File: config.mk
export PLATFORM = sky130hd
export DESIGN_NAME = mlps_probe
export DESIGN_NICKNAME = d
export VERILOG_FILES = /design/src/rtl/mlps_pkg.sv /design/src/rtl/mlps_probe.sv
export SDC_FILE = /design/constraint.sdc
export NUM_CORES = 1
export LEC_CHECK = 0
export BUFFER_PORTS_ARGS = -buffer_cell sky130_fd_sc_hd__buf_2
export CORE_UTILIZATION = 24
export CTS_CLUSTER_SIZE = 14
export DETAILED_ROUTE_END_ITERATION = 10
export HOLD_SLACK_MARGIN = 0.03
export PLACE_DENSITY = 0.45
export SETUP_SLACK_MARGIN = 0.1
export SYNTH_ARGS = -nofsm -noshare
export SYNTH_HDL_FRONTEND = slang
export SYNTH_SLANG_ARGS = --single-unit
File: constraint.sdc
create_clock -name i_clk -period 6.8 [get_ports i_clk]
set_input_delay 1.02 -clock i_clk [delete_from_list [all_inputs] [get_ports i_clk]]
set_output_delay 1.02 -clock i_clk [all_outputs]
set_load 0.01 [all_outputs]
File: src/rtl/mlps_pkg.sv
package mlps_pkg;

    // Fixed field widths of the channels and the register
    localparam int VALUE_W  = 16;
    localparam int CAP_W    = 26;
    localparam int PARTS_W  = 11;

    // Defaults for the top-level parameters
    localparam int DEF_MAX_ELEMENTS = 1024;
    localparam int DEF_VALUE_BITS   = 16;

    // Outcome of one greedy pass, probe unit to search control
    typedef struct packed {
        logic done;
        logic fits;
    } t_probe_res;

endpackage

File: src/rtl/mlps_probe.sv
module mlps_probe #(
    parameter int MAX_ELEMENTS = 1024,
    parameter int VALUE_BITS   = 16,
    parameter int CW    = $clog2(MAX_ELEMENTS + 1),
    parameter int AW    = (MAX_ELEMENTS > 1) ? $clog2(MAX_ELEMENTS) : 1,
    parameter int SUM_W = VALUE_BITS + $clog2(MAX_ELEMENTS)
) (
    input  logic                         i_clk,
    input  logic                         i_rst_n,
    input  logic                         i_start,
    input  logic [SUM_W-1:0]             i_cap,
    input  logic [CW-1:0]                i_len,
    input  logic [mlps_pkg::PARTS_W-1:0] i_k,
    output logic                         o_rd_en,
    output logic [AW-1:0]                o_rd_addr,
    input  logic [VALUE_BITS-1:0]        i_rd_data,
    output mlps_pkg::t_probe_res         o_res
);
    import mlps_pkg::*;

    logic            r_busy;
    logic [CW-1:0]   r_idx;
    logic            r_rd_vld;
    logic            r_rd_last;
    logic [SUM_W:0]  r_sum;
    logic [CW-1:0]   r_parts;
    logic            r_done;
    logic            r_fits;

    logic            issue;
    logic            issue_last;
    logic [SUM_W:0]  sum_try;
    logic [SUM_W:0]  n_sum;
    logic [CW-1:0]   n_parts;

    // Read the stored words in order, one per cycle
    assign issue      = r_busy && (r_idx < i_len);
    assign issue_last = (r_idx == i_len - CW'(1));
    assign o_rd_en    = issue;
    assign o_rd_addr  = r_idx[AW-1:0];

    // Greedy step on the word returned by the RAM
    always_comb begin
        sum_try = r_sum + (SUM_W + 1)'(i_rd_data);
        if (sum_try <= (SUM_W + 1)'(i_cap)) begin
            n_sum   = sum_try;
            n_parts = r_parts;
        end else begin
            n_sum   = (SUM_W + 1)'(i_rd_data);
            n_parts = r_parts + CW'(1);
        end
    end

    always_ff @(posedge i_clk) begin
        if (!i_rst_n) begin
            r_busy    <= 1'b0;
            r_rd_vld  <= 1'b0;
            r_rd_last <= 1'b0;
            r_done    <= 1'b0;
            r_fits    <= 1'b0;
            r_idx     <= '0;
            r_sum     <= '0;
            r_parts   <= CW'(1);
        end else if (i_start) begin
            r_busy    <= 1'b1;
            r_rd_vld  <= 1'b0;
            r_rd_last <= 1'b0;
            r_done    <= 1'b0;
            r_idx     <= '0;
            r_sum     <= '0;
            r_parts   <= CW'(1);
        end else begin
            r_rd_vld  <= issue;
            r_rd_last <= issue && issue_last;
            r_done    <= 1'b0;
            if (issue) begin
                r_idx <= r_idx + CW'(1);
                if (issue_last) begin
                    r_busy <= 1'b0;
                end
            end
            if (r_rd_vld) begin
                r_sum   <= n_sum;
                r_parts <= n_parts;
                if (r_rd_last) begin
                    r_done <= 1'b1;
                    r_fits <= (32'(n_parts) <= 32'(i_k));
                end
            end
        end
    end

    assign o_res.done = r_done;
    assign o_res.fits = r_fits;
endmodule

==> impl_metrics.py <==
metrics = {
    "synth": {
        "ys.flop_type": "dfxtp_1",
        "synth.avg_cell_area_um2": 7.64,
        "synth_xor_area_share_pct": 8.22,
        "synth_fa_ha_area_share_pct": 15.8,
        "seq_area_frac_synth_pct": 19.9,
        "synth_top_family_by_area": "compound AO/OA/AOI/OAI gates",
        "synth-compound-area-share_pct": 23.7,
        "syn_inst": 709,
        "synth_nets": 844,
        "postSynth.asyncResetShare_pct": 0,
        "muxShareOfSynthArea_pct": 2.24,
        "yosys_warnings": 0,
        "synth_edf_count": 0,
        "yosys.area.top_type_share_pct": 19.9,
        "ys_seq_elements": 54,
        "netlist_top_cells_area": "dfxtp_1 20%, ha_1 15%, nand3_1 5.4%, xnor2_1 5.2%, inv_1 4.2%",
        "yosys.area_share.simple_pct": 21.8,
        "yosys.cell_types.count": 65,
        "synth_top_area_cell": "dfxtp_1",
        "synth_area_um2": 5420,
    },
    "routing": {
        "drc_errors": 3,
        "wl_mm": 15.5,
        "drt-vias-per-instance": 5.01,
        "drt_pre_antenna_iters": 11,
        "post_drt_wl_per_cell_um": 14.9,
        "drtIter0Drc": 236,
        "vias": 5199,
        "final_antenna_net_count": 0,
    },
    "worst_setup_path": {
        "crit_fanout": 43,
        "r2r.worst_path.cells": 23,
        "critPathTopFamily": "compound AO/OA/AOI/OAI gates",
        "worst_path_max_delay_cell": "buf_4",
        "cp_num_cells": 24,
        "start_kind": "input pin",
        "end_kind": "flip-flop",
        "worst_path_most_repeated_cell": "ha_1",
        "crit_type": "in -> reg",
        "slowest_delay_ns": 0.45,
        "path_buf_inv": 2,
        "crit_arrival_ns": 6.43,
        "worst_ep_required_time_ns": 7.03,
        "worstPathCellList": "buf_2 -> ha_1 -> a2111oi_0 -> o21ai_1 -> a31oi_1 -> a21oi_1 -> nand2_1 -> xnor2_1 -> ha_1 -> nand3_1 -> or3_1 -> nor4_1 -> mux2i_1 -> o21ai_2 -> buf_4 -> a21oi_1 -> xor2_1 -> ha_1 -> nand4_1 -> nor2_1 -> a41oi_1 -> o31ai_1 -> o211ai_1 -> a31oi_1",
    },
    "sta": {
        "finalSetupViolations": 0,
        "rsz0062_at_grt": "false",
        "fin_crit_ns": 6.19,
        "hold_violations": 0,
        "tns_ns": 0,
        "max_slew_margin_pct": 44.3,
        "fin_worst_skew_ns": 0.00572,
        "post-route-period-util_pct": 91.0,
        "timing_max_transition_violations_final": 0,
        "fin_ws_ns": 0.610,
        "worst_slew_pin_slew_ns": 0.831,
        "max_freq_mhz": 162,
    },
    "cells_and_area": {
        "fin_util_pct": 28.2,
        "final_common_cell": "buf_2",
        "fin_nets": 892,
        "area_growth_pct": 14.3,
        "diodes": 0,
        "final_layout_size_suffix_gt1_share_pct": 14.1,
        "final_cell_mix": "79 x buf_2, 67 x ha_1, 60 x inv_1",
        "design_area_um2": 6190,
    },
    "pwr": {
        "p_per_area_nw_per_um2": 125,
        "p_total_uw": 776,
        "p_leak_uw": 0.00276,
        "peakVddDrop_v": 0.000128,
    },
    "clock_network": {
        "path_clk_slew_ns": 0.08,
        "root_buffer": "clkbuf_16",
        "cts_tree": "yes",
        "clkLatencyLatePin_ns": 0.31,
        "cts_resized": 0,
        "cts_hold_buf": 0,
        "postCtsSetupRepairBufs": 0,
        "clockBufferDepth": 2,
        "numCtsBuffers": 5,
        "htreeDepth": 2,
        "cts_sinks": 54,
    },
    "hold_path": {
        "hold_depth": 2,
        "hold_path_class": "reg -> reg",
    },
    "global_routing": {
        "grt.overflow.total": 0,
        "grt_pass1_vias": 5066,
        "grtUsageTotal_pct": 13.6,
        "grt_max_degree": 66,
        "grt_pass1_wl_mm": 26.0,
        "antenna_found_initial": 0,
    },
    "placed_design": {
        "hpwl_mm": 11.5,
        "place_area_um2": 6030,
        "gp_congestion": 0.781,
        "preCtsSetupSlack_ns": 0.367,
        "place.port_buffers": 79,
    },
    "floorplan": {
        "io_pins": 80,
        "core_area_um2": 22000,
        "initial_utilization_pct": 24.7,
        "std_cell_rows": 54,
        "die_area_um2": 23200,
        "die_y_um": 152,
        "die_x_um": 152,
    },
    "job": {
        "drv_cap": 0,
    },
    "outcome": {
        "outcome": "complete, but fails checks",
        "violations": "design-rule violations",
    },
}
==> flip-flops by register name (all words and copies together) (netlist names) <==
name and flops:
r_sum 27, r_idx 11, r_parts 11, r_busy 1, r_done 1, r_fits 1, r_rd_last 1, r_rd_vld 1
==> synth_stat cells (all sizes together) (6+ instances only) <==
cell type / number
ha: 67
inv: 60
nand3: 58
dfxtp: 54
o21ai: 49
nand2: 47
a21oi: 42
xnor2: 33
clkbuf: 29
nor2: 24
a31oi: 18
buf: 17
nand4: 17
o211ai: 17
xor2: 17
nor3: 12
mux2i: 11
nand2b: 11
o21a: 11
and3: 10
a211oi: 8
and2: 8
o31ai: 8
or4: 7
nor2b: 6
or3: 6
==> power breakdown <==
part	internal [uW]	switching (uW)	total (uW)
combinational	62.4	88.4	151
clock	175	131	305
sequential	318	1.42	320
total	555	221	776
==> cell type report <==
cell class / instances / area (um2)
Multi-Input combinational cell: 548 / 3910
Fill cell: 2403 / 15800
Clock buffer: 6 / 129
Timing Repair Buffer: 87 / 455
Inverter: 61 / 229
Clock inverter: 2 / 37.5
Sequential cell: 54 / 1080
Tap cell: 280 / 350
==> worst paths after layout <==
check	startpoint	end	slack [ns]
worst max-delay path	i_rd_data[6]	r_fits	0.61
worst min-delay path	r_parts[1]	r_parts[1]	0.49
worst max register to register	r_sum[6]	r_fits	1.13
worst min register to register	r_parts[1]	r_parts[1]	0.49
==> routing by layer <==
layer  vias up  global-route usage [%]  wire, um
li1       2684                       -         -
met1      2386                    18.2      7450
met2       119                    23.4      7290
met3        10                    1.71       641
met4         0                    2.67       131
met5         -                       0         0
==> kinds of logic (layout without fill, tap and decap cells) <==
kind of cell,after synthesis,in the layout
simple gates,224,224
mux,12,12
xor+xnor,50,50
flops,54,54
fa+ha+maj,68,68
compound gates,194,194
buf+inv,107,156
==> worst reg2reg max path, delay by kind of cell, from the launching register on <==
| family | cells | cell delay, ns |
|---|---|---|
| XOR/XNOR | 2 | 0.25 |
| adder cells (fa/ha/maj) | 3 | 0.97 |
| AO/OA/AOI/OAI | 10 | 2.13 |
| multiplexers | 1 | 0.19 |
| buffers and inverters | 1 | 0.45 |
| flip-flops | 1 | 0.32 |
| AND/OR/NAND/NOR | 6 | 1.30 |
==> metrics by stage <==
step                hold slack, ns  cells
finish                       0.492   1038
global route                 0.523   1038
CTS                          0.495   1038
detailed placement           0.484   1030
global placement             0.474   1030
floorplan                    0.454    709
Power figures use the tool's default switching activity.
